$ cat src/circle_rect_collide_resolve_defines.svh
// Assertion macros shared by the collision blocks.
`ifndef CIRCLE_RECT_COLLIDE_RESOLVE_DEFINES_SVH
`define CIRCLE_RECT_COLLIDE_RESOLVE_DEFINES_SVH

// The condition implies the property in the same cycle.
`define CRC_ASSERT_IMPLY(name, cond, prop, msg) \
   name: assert property (@(posedge clock) disable iff (reset) (cond) |-> (prop)) \
      else $error(msg);

// The condition implies the property in the next cycle.
`define CRC_ASSERT_NEXT(name, cond, prop, msg) \
   name: assert property (@(posedge clock) disable iff (reset) (cond) |=> (prop)) \
      else $error(msg);

`endif

$ cat src/crc_pkg.sv
`default_nettype none

package crc_pkg;

   localparam int CW     = 24;
   localparam int SZW    = CW - 2;
   localparam int DW     = CW + 3;
   localparam int RW     = CW;
   localparam int QW     = CW;
   localparam int RMW    = 2 * RW + 2;
   localparam int QDEPTH = 4;
   localparam int QPW    = $clog2(QDEPTH);
   localparam int QCW    = $clog2(QDEPTH + 1);

   localparam logic signed [CW-1:0] MOVE_HI = {1'b0, {(CW-1){1'b1}}};
   localparam logic signed [CW-1:0] MOVE_LO = {1'b1, {(CW-1){1'b0}}};
   localparam logic [CW:0] QLIM_POS = {2'b00, {(CW-1){1'b1}}};
   localparam logic [CW:0] QLIM_NEG = {2'b01, {(CW-1){1'b0}}};

   typedef enum logic [1:0] {
      KIND_CC,
      KIND_CR,
      KIND_RR
   } kind_type;

   typedef struct packed {
      kind_type               kind;
      logic                   swap;
      logic                   pc;
      logic                   pr;
      logic signed [DW-1:0]   ddx;
      logic signed [DW-1:0]   ddy;
      logic [RW-1:0]          r2;
      logic [SZW-1:0]         rad;
      logic [CW-2:0]          sumx;
      logic [CW-2:0]          sumy;
   } item_type;

endpackage

`default_nettype wire

$ cat src/crc_queue.sv
`default_nettype none

`include "circle_rect_collide_resolve_defines.svh"

module crc_queue (
   input  wire logic              clock,
   input  wire logic              reset,
   input  wire logic              wr_en,
   input  crc_pkg::item_type      wr_item,
   output logic                   full,
   input  wire logic              rd_en,
   output crc_pkg::item_type      rd_item,
   output logic                   empty
);

   localparam int QDEPTH = crc_pkg::QDEPTH;
   localparam int QPW    = crc_pkg::QPW;
   localparam int QCW    = crc_pkg::QCW;

   crc_pkg::item_type mem_ff [QDEPTH];
   logic [QPW-1:0]    wr_ptr_ff, wr_ptr_in, rd_ptr_ff, rd_ptr_in;
   logic [QCW-1:0]    cnt_ff, cnt_in;

   assign full    = (cnt_ff == QCW'(QDEPTH));
   assign empty   = (cnt_ff == '0);
   assign rd_item = mem_ff[rd_ptr_ff];

   always_comb begin
      wr_ptr_in = wr_en ? wr_ptr_ff + QPW'(1) : wr_ptr_ff;
      rd_ptr_in = rd_en ? rd_ptr_ff + QPW'(1) : rd_ptr_ff;
      cnt_in    = cnt_ff + QCW'(wr_en) - QCW'(rd_en);
   end

   always_ff @(posedge clock) begin
      if (reset) begin
         wr_ptr_ff <= '0;
         rd_ptr_ff <= '0;
         cnt_ff    <= '0;
      end else begin
         wr_ptr_ff <= wr_ptr_in;
         rd_ptr_ff <= rd_ptr_in;
         cnt_ff    <= cnt_in;
      end
      if (wr_en) begin
         mem_ff[wr_ptr_ff] <= wr_item;
      end
   end

   `CRC_ASSERT_IMPLY(a_q_no_overflow, wr_en, !full, "queue written while full")
   `CRC_ASSERT_IMPLY(a_q_no_underflow, rd_en, !empty, "queue read while empty")
   `CRC_ASSERT_NEXT(a_q_count, (wr_en && !rd_en), (cnt_ff == $past(cnt_ff) + QCW'(1)), "queue count did not grow")

endmodule

`default_nettype wire

$ cat config.mk
export PLATFORM = sky130hd
export DESIGN_NAME = crc_queue
export DESIGN_NICKNAME = d
export VERILOG_FILES = /design/src/crc_pkg.sv /design/src/crc_queue.sv
export VERILOG_INCLUDE_DIRS = /design/src /design/src/src
export SDC_FILE = /design/constraint.sdc
export NUM_CORES = 1
export LEC_CHECK = 0
export ABC_AREA = 0
export BUFFER_PORTS_ARGS = -buffer_cell sky130_fd_sc_hd__buf_4
export CAP_MARGIN = 20
export CELL_PAD_IN_SITES_DETAIL_PLACEMENT = 0
export CELL_PAD_IN_SITES_GLOBAL_PLACEMENT = 2
export CORE_AREA = 3 3 277 279
export CTS_CLUSTER_SIZE = 30
export DETAILED_ROUTE_END_ITERATION = 8
export DIE_AREA = 0 0 280 282
export HOLD_SLACK_MARGIN = 0.08
export PLACE_DENSITY = 0.55
export RECOVER_POWER = 100
export SETUP_SLACK_MARGIN = 0.02
export SYNTH_ARGS = -nofsm -noshare
export SYNTH_HDL_FRONTEND = slang
export SYNTH_SLANG_ARGS = --single-unit
$ cat constraint.sdc
create_clock -name clock -period 5.7 [get_ports clock]
set_input_delay 0.285 -clock clock [delete_from_list [all_inputs] [get_ports clock]]
set_output_delay 0.285 -clock clock [all_outputs]
set_load 0.02 [all_outputs]
* Word-level counts from Yosys, hierarchy flattened *
Memory sizes are Yosys's and may differ from the RTL's. A register that Yosys moved wholly into a read port is not among the register bits.
Cells that the tools add are included.

cells by class
  eq/ne operators = 1
  add/sub/neg operators = 4
  multiplexer cells = 4
  reductions and logical operators = 1

operator list
  operator             count
  $add 2x1->2 const B  2
  $mux 2               2
  $add 3x1->3          1
  $eq 3x3->1 const B   1
  $logic_not 3->1      1
  $sub 3x1->3          1
  $mux 1               2

storage, ports and cells
  output and inout bits = 153
  memories kept = 1
  bits of input ports = 155
  flip-flop bits (word level) = 7
  bits in writable memories = 604
  logic and storage cells = 14

memories
  name    words  width  rd ports  clocked after memory_dff  wr ports  RTL line         RTL
  mem_ff  4      151    1         1                         1         crc_queue.sv:20  crc_pkg::item_type mem_ff [QDEPTH];

* Depth between registers and ports, before layout *
Gate-level depths: netlist of the first run.

  depth after elaboration = 3
  mapped depth = 7
  gate-level depth less buffers = 7

* Least setup slack after synthesis of the first run *
Ideal clock, no wire load.

  kind = register -> register
  from = reg wr_ptr_ff[0]
  to = mem mem_ff[0][0] (netlist name), enable pin
  cell stages (with the launch flop) = 4
  clock period less this slack = 4.523 ns
  data required time = 5.172 ns
  slack = 1.177 ns
  library setup time = 0.528 ns
  data arrival time = 3.995 ns
  buffers on the path = 0
  cells stage by stage = dfxtp_1 -> inv_1 -> ha_1 -> and2_1

RTL lines
  item                      RTL line         RTL
  start: declaration        crc_queue.sv:21  logic [QPW-1:0] wr_ptr_ff, wr_ptr_in, rd_ptr_ff, rd_ptr_in;
  start signal: assignment  crc_queue.sv:40  wr_ptr_ff <= wr_ptr_in;
  end: declaration          crc_queue.sv:20

Straight into the memory's write port.

==> results of run 1 <==
## state kept, by name, indices dropped and copies added, names as in the netlist, named ones only
name and count:
mem_ff 604, cnt_ff 3, rd_ptr_ff 2, wr_ptr_ff 2
## logic make-up after synthesis
group	after synthesis
adder cells (fa/ha/maj)	7
multiplexers	152
flip-flops	613
XOR/XNOR	3
AND/OR/NAND/NOR	14
buffers and inverters	40
AO/OA/AOI/OAI	2
## layer usage
metal / up-vias / track usage / part of all wire
met5: - / 0 / 0.00043
met4: 4 / 0.0411 / 0.023
met3: 82 / 0.0380 / 0.066
met2: 278 / 0.205 / 0.48
met1: 5560 / 0.160 / 0.43
li1: 4640 / - / -
## worst max-delay path, delay by kind of cell (launching register included)
family	cells	cell delay (ps)
buf+inv	2	1820
flops	1	940
mux	1	480
## synth_stat cells, drive strengths merged
cell    instances
ha              6
clkbuf          6
nor3            1
nor2b           2
a21oi           1
xor3            1
fa              1
dfxtp           9
xnor2           2
buf            28
edfxtp        604
nand3b          1
mux2i           1
and3            1
nor2            5
and2            4
a21bo           1
mux4          151
inv             6
## power breakdown
part | total (mW) | switching (mW) | leakage [nW] | internal, mW
Clock | 4.19 | 1.74 | 1.05 | 2.46
Sequential | 5.26 | 0.0647 | 5.62 | 5.19
Combinational | 1.10 | 0.666 | 2.06 | 0.433
Total | 10.6 | 2.47 | 8.73 | 8.09
## stage by stage
stage | setup WS (ps) | cells | power, mW | instance area, um2
floorplan | 1180 | 831 | 6.02 | 22200
global placement | 2880 | 2085 | 6.56 | 25700
detailed placement | 2910 | 2085 | 6.57 | 25700
CTS | 2240 | 2367 | 10.9 | 29400
global route | 1070 | 2368 | 11.0 | 28200
finish | 1520 | 2368 | 10.6 | 28200
## layout make-up
cell class | count | area (um2) | share of cell area
sequential | 613 | 18300 | 0.650
multi-input combinational | 178 | 3640 | 0.129
timing repair buffer | 474 | 2860 | 0.101
clock buffer | 90 | 1870 | 0.0663
tap | 969 | 1210 | 0.0430
clock inverter | 37 | 274 | 0.00972
inverter | 6 | 22.5 | 0.000799
antenna | 1 | 2.50 | 0.0000887
## final timing paths
kind | from | to | slack, ps | cells past startpoint
min reg2reg | rd_ptr_ff[1] | rd_ptr_ff[1] | 540 | 2
max | register | rd_item[104] | 1520 | 3
min | wr_item[18] | mem_ff[1][18] | 500 | 2
max reg2reg | wr_ptr_ff[0] | mem_ff[2][94] | 1740 | 4
==> out/qor.yml, run 1 <==
yosys:
  post_synth_instance_area_mm2: 0.0222
  synthCells: 831
  netlist.area_leader.share: 0.817
  library_cells_used_by_synthesis: 20
  yosys_warnings: 0
  synth_compound_area_frac: 0.000676
  synth_adder_area_share: 0.00428
  synthesized_area_per_cell_um2: 26.7
  ys_seq_elements: 613
  synth.area.mux_share: 0.154
  synth_area_in_simple_gates: 0.00338
  synth_top_family_by_area: "multiplexers"
  post_synth_xor_area_fraction: 0.00186
  synth-seq-area-share: 0.825
  yosys.area.top_type: "sky130_fd_sc_hd__edfxtp_1"
  mappedNetlistNets: 993
  synth_area_leaders: "sky130_fd_sc_hd__edfxtp_1 (82%), sky130_fd_sc_hd__mux4_2 (15%), sky130_fd_sc_hd__dfxtp_1 (0.81%), sky130_fd_sc_hd__buf_6 (0.56%), sky130_fd_sc_hd__buf_2 (0.38%)"
clock_network:
  clock_tree.root_cell: "sky130_fd_sc_hd__clkbuf_16"
  cts_repair_resize_count: 0
  clk_latency_ps: 580
  postCtsHoldBufs: 155
  cts_setup_buffers: 0
  cts_buffers: 71
  cts.path.max_buffers: 3
  tritoncts_num_sinks: 613
  ctsHtreeMaxLevel: 3
  tritoncts: "built"
  path_clk_slew_ps: 60
die:
  core.rowCount: 100
  ios: 308
  die-width_um: 280
  die_h_um: 282
  fp.dieArea_mm2: 0.0790
  core_area_mm2: 0.0744
  floorplan.initialDensity: 0.298
routing:
  drt-pass1-iter-count: 4
  final_antenna_net_count: 0
  drc: 0
  detail_route.wl_per_cell_um: 20.8
  drt_iter0_markers: 532
  routed_via_density: 4.46
  vias: 10564
  routed_wl_um: 49200
timing:
  holdWs_ps: 497
  max-slew-margin-rel: -1.02
  timing_hold_violations_final: 0
  period_share: 0.733
  grt_setup_unrepaired: "false"
  worst_clock_skew_ps: 12.0
  timing.final.setup_violations: 0
  maxClockFrequency_mhz: 239
  timing.setup.tns_ps: 0
  timing_worst_slew_pin_value_ps: 3030
  maxSlewViolCount: 451
  post-route-min-period_ps: 4180
placement:
  gpl_congestion: 0.665
  numPortBuffers: 307
  dpl.hpwl_um: 27900
global_routing:
  track_usage: 0.125
  grt_start_max_net_pins: 79
  grt_pass1_wl_um: 74100
  total_grt_overflow: 0
  antenna_found_initial: 3
  grt_pass1_vias: 11876
cells_and_area:
  final_core_util: 0.379
  fillers: 6895
  mostFrequentLayoutCells: "sky130_fd_sc_hd__edfxtp_1 (604), sky130_fd_sc_hd__clkbuf_1 (320), sky130_fd_sc_hd__dlygate4sd3_1 (155), sky130_fd_sc_hd__mux4_2 (151), sky130_fd_sc_hd__clkbuf_16 (72)"
  fin_nets: 1506
  final_common_cell: "sky130_fd_sc_hd__edfxtp_1"
  drive_gt1_frac: 0.190
  area.growth.synth_to_final_pct: 27.0
pwr:
  pleak_nw: 8.73
  ir_drop_mv: 0.242
  powerDensity_mw_per_mm2: 374
job:
  timing.max_cap.violations: 8
hold_path:
  min-delay-path-class: "input port to register"
worst_setup_path:
  worstPathCellList: "clkbuf_2, mux4_2, clkbuf_1"
  cp_slowest_cell: "sky130_fd_sc_hd__clkbuf_2"
  critPathMaxStageDelay_ps: 1500
  worstSetupEndpointType: "output pin"
  worstSetupPathType: "register to output pin"
  critPathMaxFanout: 60
  critPathLaunchType: "register"
  critical_path_required_ps: 5410
  worst-endpoint-arrival_ps: 3890
status:
  violated_checks: "capacitance limit, slew limit"
  status: "complete, but fails checks"
Note: power is estimated with default switching activity, not from simulation.
==> inputs of run 2 (changes only) <==
Clock period 5.7 ns to 4 ns, I/O delays scaled along.
==> out/qor.yml, run 2 (synthesized netlist as in run 1, its figures left out) <==
status:
  status: "complete, but fails checks"
  violated_checks: "capacitance limit, slew limit"
worst_setup_path:
  crit-reg2reg-launch: "wr_ptr_ff[0]"
  critical_path_required_ps: 4160  # -1250 ps
  critPathLaunchType: "register"
  worstSetupPathType: "register to register"
  timing.critical_path.from: "wr_ptr_ff[0]"
  worst-endpoint-arrival_ps: 3300  # -590 ps
  worstSetupEndpointType: "register"
  critPathMaxFanout: 57  # -5.0%
global_routing:
  total_grt_overflow: 0  # unchanged
  track_usage: 0.129  # +0.00402
  grt_start_max_net_pins: 58  # -27%
  grt_pass1_wl_um: 76000  # +2.5%
  grt_pass1_vias: 11923  # +0.40%
  global_route.usage.met3: 0.0476  # +0.00961
  antenna_found_initial: 10  # +7
  grtUsageMet2: 0.208  # +0.00304
  groute.layer.met1.usage: 0.166  # +0.00629
  busiest_layer: "met2"
clock_network:
  cts_repair_resize_count: 0  # unchanged
  cts_buffers: 72  # +1.4%
  postCtsHoldBufs: 154  # -0.65%
  clk_latency_ps: 600  # +20 ps
  path_clk_slew_ps: 50  # about the same
  cts.path.max_buffers: 3  # unchanged
  tritoncts_num_sinks: 613  # unchanged
  tritoncts: "built"
  ctsHtreeMaxLevel: 3  # unchanged
  clock_tree.root_cell: "sky130_fd_sc_hd__clkbuf_16"
  cts_setup_buffers: 0  # unchanged
routing:
  drt-pass1-iter-count: 4  # unchanged
  vias: 10570  # +0.057%
  final_antenna_net_count: 0  # unchanged
  routed_via_density: 4.44  # -0.41%
  drc: 0  # unchanged
  detail_route.wl_per_cell_um: 21.2  # +2.1%
  routed_wl_um: 50400  # +2.6%
  drt_iter0_markers: 538  # +1.1%
timing:
  maxClockFrequency_mhz: 318
  timing.final.setup_violations: 0  # unchanged
  grt_setup_unrepaired: "false"
  timing.setup.tns_ps: 0  # unchanged
  maxSlewViolCount: 390  # -14%
  worst_clock_skew_ps: 18.8  # +6.81 ps
  timing_hold_violations_final: 0  # unchanged
  timing_worst_slew_pin_value_ps: 1940  # -1090 ps
  post-route-min-period_ps: 3140
  max-slew-margin-rel: -0.295  # +0.727
  period_share: 0.785
placement:
  gpl_congestion: 0.684  # +2.8%
  numPortBuffers: 307  # unchanged
  dpl.hpwl_um: 29000  # +3.7%
pwr:
  powerDensity_mw_per_mm2: 542  # +45%
  pleak_nw: 8.86  # +1.4%
  p_int_mw: 11.8  # +46%
  ir_drop_mv: 0.329  # +36%
  comb_power_share: 0.103  # about the same
  pwr-share-clk: 0.412  # +0.015
  power.share.sequential: 0.485  # -0.013
  power_switching_share: 0.232  # -0.00137
  net-switching-power_mw: 3.58  # +45%
cells_and_area:
  fillers: 6898  # +0.044%
  reg_top3: "mem_ff x604, cnt_ff x3"
  drive_gt1_frac: 0.203  # +0.0132
  final_core_util: 0.382  # +0.00351
  area.growth.synth_to_final_pct: 28.2
  final_common_cell: "sky130_fd_sc_hd__edfxtp_1"
  largest_register_ffs: 604  # unchanged
  fin_nets: 1512  # +0.40%
  regMostFlops: "mem_ff"
  mostFrequentLayoutCells: "sky130_fd_sc_hd__edfxtp_1 (604), sky130_fd_sc_hd__clkbuf_1 (314), sky130_fd_sc_hd__dlygate4sd3_1 (154), sky130_fd_sc_hd__mux4_2 (151), sky130_fd_sc_hd__clkbuf_16 (73)"
job:
  timing.max_cap.violations: 8  # unchanged
hold_path:
  min-delay-start: "wr_item[101]"
  min-delay-path-class: "input port to register"
die:
  ios: 308  # unchanged
  floorplan.initialDensity: 0.298  # unchanged
  core_area_mm2: 0.0744  # unchanged
  fp.dieArea_mm2: 0.0790  # unchanged
  die_h_um: 282  # unchanged
  core.rowCount: 100  # unchanged
  die-width_um: 280  # unchanged
==> run 2: critical path, stage by stage, from the launching register on <==
cell	delay [ps]
sky130_fd_sc_hd__dfxtp_1	400
sky130_fd_sc_hd__ha_1	170
sky130_fd_sc_hd__and2_4	600
sky130_fd_sc_hd__clkbuf_2	1490
==> run 2: worst paths after layout <==
path,endpoint,slack [ps],cells past startpoint
hold reg to reg,register,540,2
hold / removal,mem_ff[1][101],390,2
setup / recovery,mem_ff[3][7],860,3
setup reg to reg,mem_ff[3][7],860,3
==> run 2: power groups by stage <==
stage	registers, mW	clock network [mW]	logic [mW]
4_1_cts	7.48	6.60	1.92
3_5_place_dp	7.61	0	1.78
2_1_floorplan	7.58	0	0.977
5_1_grt	7.51	6.86	1.73
6_report	7.48	6.35	1.59
3_3_place_gp	7.60	0	1.77
==> run 2: final cells by class <==
class,instances,area [um2],area share
antenna,9,22.5,0.000791
clock inverter,35,404,0.0142
inverter,6,22.5,0.000791
multi-input combinational,178,3640,0.128
clock buffer,90,1890,0.0664
timing repair buffer,479,2940,0.103
tap,969,1210,0.0426
sequential,613,18300,0.644
==> run 2: routing by layer <==
metal	part of all wire	vias to the layer above
li1	-	4660
met4	0.020	2
met1	0.43	5559
met2	0.48	279
met5	0.00026	-
met3	0.069	70
==> run 2: per-stage QoR <==
step / power, mW / setup slack [ps] / hold slack [ps] / cell area, um2 / cells
after floorplan: 8.56 / 1160 / 272 / 22200 / 831
after global placement: 9.37 / 1820 / 400 / 25800 / 2091
after detailed placement: 9.39 / 1790 / 403 / 25800 / 2091
after CTS: 16.0 / 1120 / 289 / 29600 / 2370
after global routing: 16.1 / 544 / 382 / 28400 / 2373
final: 15.4 / 858 / 391 / 28500 / 2379
