### src/circle_rect_collide_resolve_defines.svh
// Assertion macros shared by the collision blocks.
`ifndef CIRCLE_RECT_COLLIDE_RESOLVE_DEFINES_SVH
`define CIRCLE_RECT_COLLIDE_RESOLVE_DEFINES_SVH

// The condition implies the property in the same cycle.
`define CRC_ASSERT_IMPLY(name, cond, prop, msg) \
   name: assert property (@(posedge clock) disable iff (reset) (cond) |-> (prop)) \
      else $error(msg);

// The condition implies the property in the next cycle.
`define CRC_ASSERT_NEXT(name, cond, prop, msg) \
   name: assert property (@(posedge clock) disable iff (reset) (cond) |=> (prop)) \
      else $error(msg);

`endif

### src/crc_pkg.sv
`default_nettype none

package crc_pkg;

   localparam int CW     = 24;
   localparam int SZW    = CW - 2;
   localparam int DW     = CW + 3;
   localparam int RW     = CW;
   localparam int QW     = CW;
   localparam int RMW    = 2 * RW + 2;
   localparam int QDEPTH = 4;
   localparam int QPW    = $clog2(QDEPTH);
   localparam int QCW    = $clog2(QDEPTH + 1);

   localparam logic signed [CW-1:0] MOVE_HI = {1'b0, {(CW-1){1'b1}}};
   localparam logic signed [CW-1:0] MOVE_LO = {1'b1, {(CW-1){1'b0}}};
   localparam logic [CW:0] QLIM_POS = {2'b00, {(CW-1){1'b1}}};
   localparam logic [CW:0] QLIM_NEG = {2'b01, {(CW-1){1'b0}}};

   typedef enum logic [1:0] {
      KIND_CC,
      KIND_CR,
      KIND_RR
   } kind_type;

   typedef struct packed {
      kind_type               kind;
      logic                   swap;
      logic                   pc;
      logic                   pr;
      logic signed [DW-1:0]   ddx;
      logic signed [DW-1:0]   ddy;
      logic [RW-1:0]          r2;
      logic [SZW-1:0]         rad;
      logic [CW-2:0]          sumx;
      logic [CW-2:0]          sumy;
   } item_type;

endpackage

`default_nettype wire

### src/crc_front.sv
`default_nettype none

module crc_front (
   input  wire logic                       req_shape_a,
   input  wire logic                       req_shape_b,
   input  wire logic signed [crc_pkg::CW-1:0]  req_pos_a_x,
   input  wire logic signed [crc_pkg::CW-1:0]  req_pos_a_y,
   input  wire logic signed [crc_pkg::CW-1:0]  req_pos_b_x,
   input  wire logic signed [crc_pkg::CW-1:0]  req_pos_b_y,
   input  wire logic [crc_pkg::SZW-1:0]    req_size_a_x,
   input  wire logic [crc_pkg::SZW-1:0]    req_size_a_y,
   input  wire logic [crc_pkg::SZW-1:0]    req_size_b_x,
   input  wire logic [crc_pkg::SZW-1:0]    req_size_b_y,
   input  wire logic                       req_push_a,
   input  wire logic                       req_push_b,
   output crc_pkg::item_type               item
);

   localparam int CW  = crc_pkg::CW;
   localparam int SZW = crc_pkg::SZW;
   localparam int DW  = crc_pkg::DW;
   localparam int RW  = crc_pkg::RW;

   logic signed [DW-1:0] ax, ay, bx, by;

   assign ax = DW'(signed'({req_pos_a_x, 1'b0}));
   assign ay = DW'(signed'({req_pos_a_y, 1'b0}));
   assign bx = DW'(signed'({req_pos_b_x, 1'b0}));
   assign by = DW'(signed'({req_pos_b_y, 1'b0}));

   always_comb begin
      logic signed [DW-1:0] cx, cy, rx, ry, wx, hy, lox, hix, loy, hiy, qx, qy;
      logic [SZW-1:0]       rad;
      cx  = req_shape_a ? bx : ax;
      cy  = req_shape_a ? by : ay;
      rx  = req_shape_a ? ax : bx;
      ry  = req_shape_a ? ay : by;
      wx  = signed'(DW'(req_shape_a ? req_size_a_x : req_size_b_x));
      hy  = signed'(DW'(req_shape_a ? req_size_a_y : req_size_b_y));
      rad = req_shape_a ? req_size_b_x : req_size_a_x;
      lox = rx - wx;
      hix = rx + wx;
      loy = ry - hy;
      hiy = ry + hy;
      qx  = (cx < lox) ? lox : ((cx > hix) ? hix : cx);
      qy  = (cy < loy) ? loy : ((cy > hiy) ? hiy : cy);

      item      = '0;
      item.rad  = rad;
      item.sumx = (CW-1)'(req_size_a_x) + (CW-1)'(req_size_b_x);
      item.sumy = (CW-1)'(req_size_a_y) + (CW-1)'(req_size_b_y);
      if (req_shape_a == req_shape_b) begin
         item.kind = req_shape_a ? crc_pkg::KIND_RR : crc_pkg::KIND_CC;
         item.swap = 1'b0;
         item.pc   = req_push_a;
         item.pr   = req_push_b;
         item.ddx  = ax - bx;
         item.ddy  = ay - by;
         item.r2   = {item.sumx, 1'b0};
      end else begin
         item.kind = crc_pkg::KIND_CR;
         item.swap = req_shape_a;
         item.pc   = req_shape_a ? req_push_b : req_push_a;
         item.pr   = req_shape_a ? req_push_a : req_push_b;
         item.ddx  = cx - qx;
         item.ddy  = cy - qy;
         item.r2   = RW'({rad, 1'b0});
      end
   end

endmodule

`default_nettype wire

### config.mk
export PLATFORM = sky130hd
export DESIGN_NAME = crc_front
export DESIGN_NICKNAME = d
export VERILOG_FILES = /design/src/circle_rect_collide_resolve_defines.svh /design/src/crc_pkg.sv /design/src/crc_front.sv
export SDC_FILE = /design/constraint.sdc
export NUM_CORES = 1
export LEC_CHECK = 0
export ABC_AREA = 1
export BUFFER_PORTS_ARGS = -buffer_cell sky130_fd_sc_hd__buf_4
export CORE_UTILIZATION = 40
export DETAILED_ROUTE_END_ITERATION = 7
export GPL_TIMING_DRIVEN = 0
export PLACE_DENSITY = 0.67
export RECOVER_POWER = 100
export SLEW_MARGIN = 15
export SYNTH_ARGS = -nofsm -noshare
export SYNTH_HDL_FRONTEND = slang
export SYNTH_SLANG_ARGS = --single-unit
### constraint.sdc
create_clock -name vclk -period 8.4
set_clock_uncertainty 0.05 [all_clocks]
set_input_delay 0.84 -clock vclk [all_inputs]
set_output_delay 0.84 -clock vclk [all_outputs]
set_load 0.02 [all_outputs]
Word-level counts from Yosys, hierarchy flattened. Index checks and enable logic that the tools add are counted.

Register bits after elaboration: 0. Input port bits: 188. Output and inout port bits: 151. Word-level logic and storage cells: 30.

Add/sub/neg operators: 10. Magnitude comparators: 4. Equal/unequal tests: 1. Mux-type cells: 15.

Operators with widths (count): 27-bit 2-to-1 mux (8); 83-bit 2-to-1 mux (1); 22-bit 2-to-1 mux (3); 27-bit by 23-bit adder with 27-bit output (2); 27-bit greater-than comparator (2); 27-bit less-than comparator (2); 27-bit by 23-bit subtractor with 27-bit output (2); 27-bit subtractor (2); 25-bit by 25-bit subtractor with 26-bit output (2); 22-bit by 22-bit adder with 23-bit output (2); 1-bit 2-to-1 mux (2); 2-bit 2-to-1 mux (1); 1-bit equality test (1).

Longest topological paths before layout. Gate-level depths: netlist (run 1).

Depth after elaboration: 7. Depth in mapped cells: 51. Depth with buffers taken out: 47.

Worst setup path before layout (run 1). Ideal clock, no wire load.

Path type: in2out. Start point: in req_shape_a. End point: out item[139] (netlist bit). Arrival time: 7.138 ns. Data required time: 7.510 ns. Slack: 0.372 ns. Cell stages on the path: 43. Buffers on the path: 4. Cell sequence: buf_6 clkbuf_1 clkbuf_1 clkbuf_1 o21ai_0 inv_1 ha_1 inv_1 fa_1 o21ai_2 a21oi_1 o21bai_1 nand2_1 nand2_1 a21oi_2 o21ai_1 nand2_1 nand3_1 [7 not listed] nand3_1 nand3_2 nand2_4 inv_1 a221oi_1 inv_1 fa_1 o21ai_2 a21oi_2 o21ai_1 a21oi_2 inv_1 nand2_1 nand2_1 a21oi_2 o21ai_0 nor2_1 o21bai_1.

RTL lines: start: declaration (RTL line crc_front.sv:4) `input wire logic req_shape_a,`; end: declaration (RTL line crc_front.sv:16) `output crc_pkg::item_type item`.

==> results of run 1 <==
## worst min-delay path, cell delays in order
cell	delay, ps
buf_4	90
nand2_1	40
o21ai_0	70
buf_4	140
## routing by layer
layer	wire length (um)	vias up	share of wire, %
met2	37800	972	46
met1	32700	10900	40
met3	5710	228	7.0
li1	-	11600	-
met5	0	-	0
met4	5430	0	6.6
## cell usage after synthesis (9+ instances only)
| library cell | count |
|---|---|
| o21a_1 | 22 |
| clkbuf_1 | 47 |
| o21ai_2 | 16 |
| ha_1 | 332 |
| nand2_4 | 12 |
| xor2_1 | 117 |
| nor3_1 | 28 |
| a21o_1 | 17 |
| o21ai_0 | 344 |
| a21oi_2 | 13 |
| nand2_2 | 11 |
| o21ai_1 | 30 |
| xnor2_1 | 24 |
| a21oi_1 | 337 |
| nand3_1 | 105 |
| a31oi_1 | 16 |
| o221ai_1 | 18 |
| o211ai_1 | 38 |
| nor4_1 | 20 |
| nor2_1 | 212 |
| inv_1 | 405 |
| fa_1 | 10 |
| inv_2 | 9 |
| or2_2 | 55 |
| nand4_1 | 28 |
| o21bai_1 | 17 |
| buf_2 | 29 |
| nand2_1 | 741 |
## per-stage QoR
| stage | utilization (%) | total power, uW | setup slack (ps) | hold slack [ps] |
|---|---|---|---|---|
| 5_1_grt | 56.3 | 5180 | -172 | 1980 |
| 3_3_place_gp | 48.0 | 3840 | -3000 | 1960 |
| 2_1_floorplan | - | 2620 | 372 | 1810 |
| 6_report | 56.3 | 4790 | 41.5 | 1960 |
| 3_5_place_dp | 48.0 | 3850 | -3020 | 1950 |
| 4_1_cts | 51.5 | 4170 | 0.832 | 1960 |
## logic make-up after synthesis
kind of cell               synth area share, %
and+or+nand+nor                           29.6
xor gates and xnor gates                  6.89
other                                   0.0209
AOI/OAI and AO/OA                         28.2
adders and majority gates                 24.3
buffers and inverters                     10.9
muxes                                    0.112
## final cells by class
cell class                 instances  area, um2  area share [%]
antenna                            1       2.50          0.0100
inverter                         414       1590            6.38
tap                              592        741            2.97
timing repair buffer             500       3810            15.3
multi-input combinational       2626      18000            72.4
buffer                            85        717            2.88
## path summary, 6_finish.rpt
kind               endpoint  slack [ps]   startpoint  cells past startpoint
setup / recovery  item[140]          40  req_shape_a                     45
hold / removal    item[146]        1960   req_push_b                      4
## power groups by stage
stage                     clock, uW  combinational [uW]  sequential (uW)
after floorplan                   0                2620                0
after global placement            0                3840                0
after detailed placement          0                3850                0
after CTS                         0                4170                0
after global routing      0.0000159                5180                0
final                     0.0000159                4790                0
## repair_timing
item,in CTS,in global routing
hold buffers,0,0
setup buffers,74,84
resized for setup,327,398
pin swaps,74,173
endpoints found under the setup margin,54,40
cloned,0,3
==> metrics.md, run 1 <==
| Metric | Value |
|---|---|
| Status | finished, final reports clean |
| Slowest CP cell | ha_4 |
| Layout cell share with drive strength beyond 1 | 28.9% |
| Max Fclk | 120 MHz |
| Worst Path Buf+Inv | 14 |
| Row count | 77 |
| Most used cell along the critical path | nand2_1 |
| Distinct cells, synth | 61 |
| Max-cap violation count | 0 |
| Setup violations, final | 0 |
| GRT Resource Usage Total | between 30% and 40% |
| Critical Path RT | 7510 ps |
| Seq cells | 0 |
| CP delay by family, top | buffers and inverters |
| Nets | 4157 |
| Critical path type | in -> out |
| Worst slew pin tran | ~1400 ps |
| Iter 0 DRT Violations | 1799 |
| Unrepaired setup endpoints after global routing | true |
| Core area | 44200 um2 |
| Met1 Use GR | around two fifths |
| Time the worst path needs with I/O delays and setup | about 8400 ps |
| Met2 usage | 58.6% |
| Post-route DRC | 0 |
| Clock buf count | 0 |
| Fin crit share | between 90% and 100% |
| IO Port Bufs | 338 |
| Wire per inst | 19.4 um |
| Warnings, synthesis | 0 |
| Die height | 214 um |
| Commonest cells after routing, fill and taps aside | 671 x nand2_1, 485 x buf_4, 383 x inv_1 |
| Antenna violations before repair | 3 |
| Dpl cells | roughly 4100 |
| Fill count | 4423 |
| Crit path launch type | primary input |
| Power share of the clock group | 0% |
| Area grow syn2layout | 38.9% |
| Post-DRT Antenna Nets | 0 |
| DR pass1 iterations | 5 |
| Hpwl dp | 66400 um |
| DIE AREA | 45700 um2 |
| Sequential power share | 0% |
| Final instance area | 24900 um2 |
| First-pass GRT wire length | 118000 um |
| Routability cong. | 1.03 |
| Final slew viol count | 0 |
| Comb power frac | 100.0% |
| Final-report hold violation count | 0 |
| Worst Path Max Fanout | 8 |
| Worst hold-check path type | in -> out |
| Largest cells by area after synthesis | ha_1 23%, nand2_1 16%, o21ai_0 9.6% |
| Grt total ovfl | 0 |
| Worst path max stage delay | between 300 and 400 ps |
| DP Area | 21200 um2 |
| VDD IR max | 0.0929 mV |
| Met3 usage | 2.96% |
| Setup TNS | 0 ps |
| Busiest grt layer | met2 |
| Starting density of the core | 40.5% |
| P_int | about 1800 uW |
| Worst rel slew slack | 8.85% |
| Register area | 0 um2 |
| Switch share | 61.4% |
| Die Wd | 214 um |
| Vias in the first global route | 21900 |
| Power per cell area | 192 nW/um2 |
| Synth area leader | ha_1 |
| Post-synthesis cell count | ~3100 |
| Leakage Power | 0.0126 uW |
| Cell Count, Final, Fillers Out | 4218 |
| Post-synthesis average cell area | 5.73 um2 |
| Seq/Total Area, Yosys | 0% |
| Largest net degree at the start of global routing | 20 |
| Commonest non-fill, non-tap cell in the layout | nand2_1 |
| Switch Pwr | approximately 3000 uW |
| Ports | 339 |
| CP Capture Type | primary output |
| Synth top area share | 23.2% |
| Final wirelength | 81700 um |
| WP data arrival | 7470 ps |
| Syn Std Cell Area | 17900 um2 |
| Vias per cell | 5.61 |
| Syn Nets | approximately 3700 |
| Vias | 23600 |
(Power assumes the default switching activity.)
==> run 2, diff against run 1 <==
--- a/config.mk
+++ b/config.mk
@@ -5,7 +5,6 @@
 export SDC_FILE = /design/constraint.sdc
 export NUM_CORES = 1
 export LEC_CHECK = 0
-export ABC_AREA = 1
 export BUFFER_PORTS_ARGS = -buffer_cell sky130_fd_sc_hd__buf_4
 export CORE_UTILIZATION = 40
 export DETAILED_ROUTE_END_ITERATION = 7
==> run 2 against run 1 <==
The run now ends with max-capacitance violations, max-slew violations, negative setup slack left. Synthesized cell count shrank 22%. Non-clock buffer count fell by 14. Combinational power rose by 15%. Global-route usage is 2.6 points lower. Sequential share of layout area stayed put. Flip-flop and latch count did not move. Critical endpoint is now item[138].
==> metrics.md, run 2 <==
| Metric | Value |
|---|---|
| Post-synthesis average cell area | 6.93 um2 (+21%) |
| Min-Delay Endpoint | item[150] |
| CP Capture Type | primary output |
| Row count | 75 (-2.6%) |
| Final instance area | 23900 um2 (-3.9%) |
| Largest net degree at the start of global routing | 15 (-25%) |
| Largest cells by area after synthesis | ha_1 24%, xnor2_1 6.7%, o21ai_0 6.1% |
| Area grow syn2layout | 41.1% |
| Hpwl dp | 58000 um (-13%) |
| Final-report hold violation count | 0 (unchanged) |
| VDD IR max | 0.0982 mV (+5.8%) |
| Max-cap violation count | 1 (+1) |
| GRT Resource Usage Total | 30.9% (-2.6 points) |
| Worst Path Max Fanout | 10 (+2) |
| Vias per cell | 5.76 (+2.7%) |
| Routability cong. | 0.977 (-5.1%) |
| Commonest cells after routing, fill and taps aside | 356 x buf_4, 305 x ha_1, 204 x nand2_1 |
| Wire per inst | 20.6 um (+6.6%) |
| Met2 usage | 57.9% (-0.65 points) |
| Seq/Total Area, Yosys | 0% (unchanged) |
| Nets | 3467 (-17%) |
| Slowest CP cell | or4b_4 |
| Final Power | 5520 uW (+15%) |
| Seq cells | 0 (unchanged) |
| Antenna violations before repair | 0 (-3) |
| Warnings, synthesis | 0 (unchanged) |
| Layout cell share with drive strength beyond 1 | 29.9% (+1.1 points) |
| Number of diodes | 0 (-1) |
| Post-synthesis cell count | 2447 (-22%) |
| WP data arrival | 9200 ps (+1730 ps) |
| Critical Path RT | 7510 ps (about the same) |
| Starting density of the core | 40.5% (about the same) |
| Leakage Power | 0.0113 uW (-11%) |
| Most frequent cells after synthesis | 332 x ha_1, 218 x nand2_1, 208 x o21ai_0 |
| Unrepaired setup endpoints after global routing | true |
| Synth top area share | 24.5% (+1.3 points) |
| Register area | 0 um2 (unchanged) |
| Worst slew pin tran | 1570 ps (+199 ps) |
| Grt total ovfl | 0 (unchanged) |
| Final setup margin | -1690 ps (-1730 ps) |
| IO Port Bufs | 338 (unchanged) |
| Iter 0 DRT Violations | 1095 (-39%) |
| Fin crit share | 120% (+21 points) |
| Worst rel slew slack | -4.45% (-13 points) |
| Met3 usage | 1.45% (-1.5 points) |
| Clock buf count | 0 (unchanged) |
| Status | complete, but fails checks |
| Die height | 208 um (-2.7%) |
| Vias | 20000 (-15%) |
| Busiest grt layer | met2 |
| Ports | 339 (unchanged) |
| Failing checks | max-capacitance violations, max-slew violations, negative setup slack |
| First-pass GRT wire length | 106000 um (-10%) |
| Multi-input gate area | 17900 um2 (-0.52%) |
| Met1 Use GR | 36.5% (-4.3 points) |
| Commonest non-fill, non-tap cell in the layout | buf_4 |
| Distinct cells, synth | 83 (+36%) |
| Time the worst path needs with I/O delays and setup | 10090 ps (+1730 ps) |
| Min-delay src | req_shape_b |
| Die Wd | 208 um (-2.7%) |
| Syn Std Cell Area | 17000 um2 (-5.4%) |
| Max Fclk | 99.1 MHz (-17%) |
| Syn Nets | 2977 (-19%) |
| Final wirelength | 71700 um (-12%) |
| DIE AREA | 43200 um2 (-5.3%) |
| Post-route DRC | 0 (unchanged) |
| Power per cell area | 230 nW/um2 (+20%) |
| Min-Delay Path Depth | 3 (-1) |
| Vias in the first global route | 19600 (-11%) |
| WHS | 1980 ps (+11.6 ps) |
| Core area | 41900 um2 (-5.4%) |
| Worst path max stage delay | 570 ps (+250 ps) |
| CTS Hold Bufs | 0 (unchanged) |
| Worst hold-check path type | in -> out |
| DP Area | 21000 um2 (-1.1%) |
| Synth area leader | ha_1 |
| DR pass1 iterations | 5 (unchanged) |
| Final slew viol count | 15 (+15) |
| Fill count | 3933 (-11%) |
| Critical path type | in -> out |
| Post-DRT Antenna Nets | 0 (unchanged) |
| Count leader, synth | ha_1 |
| Crit path launch type | primary input |
| Setup violations, final | 51 (+51) |
-- run 2: metal layers --
layer	part of all wire (%)	up-vias
met2	49	654
met1	41	9417
met3	4.2	151
met5	0	-
li1	-	9776
met4	5.3	0
-- run 2: cell type report --
cell class | instances | area share (%)
plain buffers | 70 | 2.98
well taps | 539 | 2.82
inverters | 206 | 3.25
repair buffers | 501 | 16.0
multi-input cells | 2158 | 75.0
-- run 2: critical path: cells and delay by family --
family	cells	cell delay [ps]
buffers and inverters	9	1300
muxes	1	190
and+or+nand+nor	12	2380
xor gates and xnor gates	1	160
AOI/OAI and AO/OA	14	3300
adders and majority gates	3	1010
-- run 2: kinds of logic (layout without fill, tap and decap cells) --
kind of cell	count (synthesis)	in the layout	share of synthesized area, %
mux	149	149	9.54
compound gates	762	762	28.8
xor+xnor	192	192	9.91
buf+inv	289	777	6.45
simple gates	712	712	19.6
fa+ha+maj	342	342	25.7
other cells	1	1	0.0221
-- run 2: worst max-delay path by stage --
stage	cells past startpoint	end	start
floorplan	44	item[145]	req_shape_a
global placement	43	item[145]	req_shape_a
detailed placement	43	item[145]	req_shape_a
CTS	46	item[138]	req_shape_a
global route	44	item[138]	req_shape_a
finish	40	item[138]	req_shape_a
-- run 2: report_power, final --
| part | internal, uW | leakage [uW] | switching, uW |
|---|---|---|---|
| registers | 0 | 0 | 0 |
| clock network | 0 | 0 | 0 |
| logic | 2470 | 0.0113 | 3040 |
| total | 2470 | 0.0113 | 3040 |
-- run 2: timing repair --
item | in CTS | in global routing
setup endpoints to repair | 54 | 52
pin swaps | 156 | 175
gates cloned | 4 | 1
resized for setup | 297 | 152
buffers inserted | 113 | 49
-- run 2: through the flow --
stage	utilization, %	worst slack [ps]	setup TNS [ps]	std cells
2_1_floorplan	-	-978	-15650	2447
3_3_place_gp	50.1	-3350	-128480	3324
3_5_place_dp	50.1	-3400	-132100	3324
4_1_cts	55.4	-1770	-55530	3435
5_1_grt	57.2	-1880	-64610	3474
6_report	57.2	-1690	-55360	3474
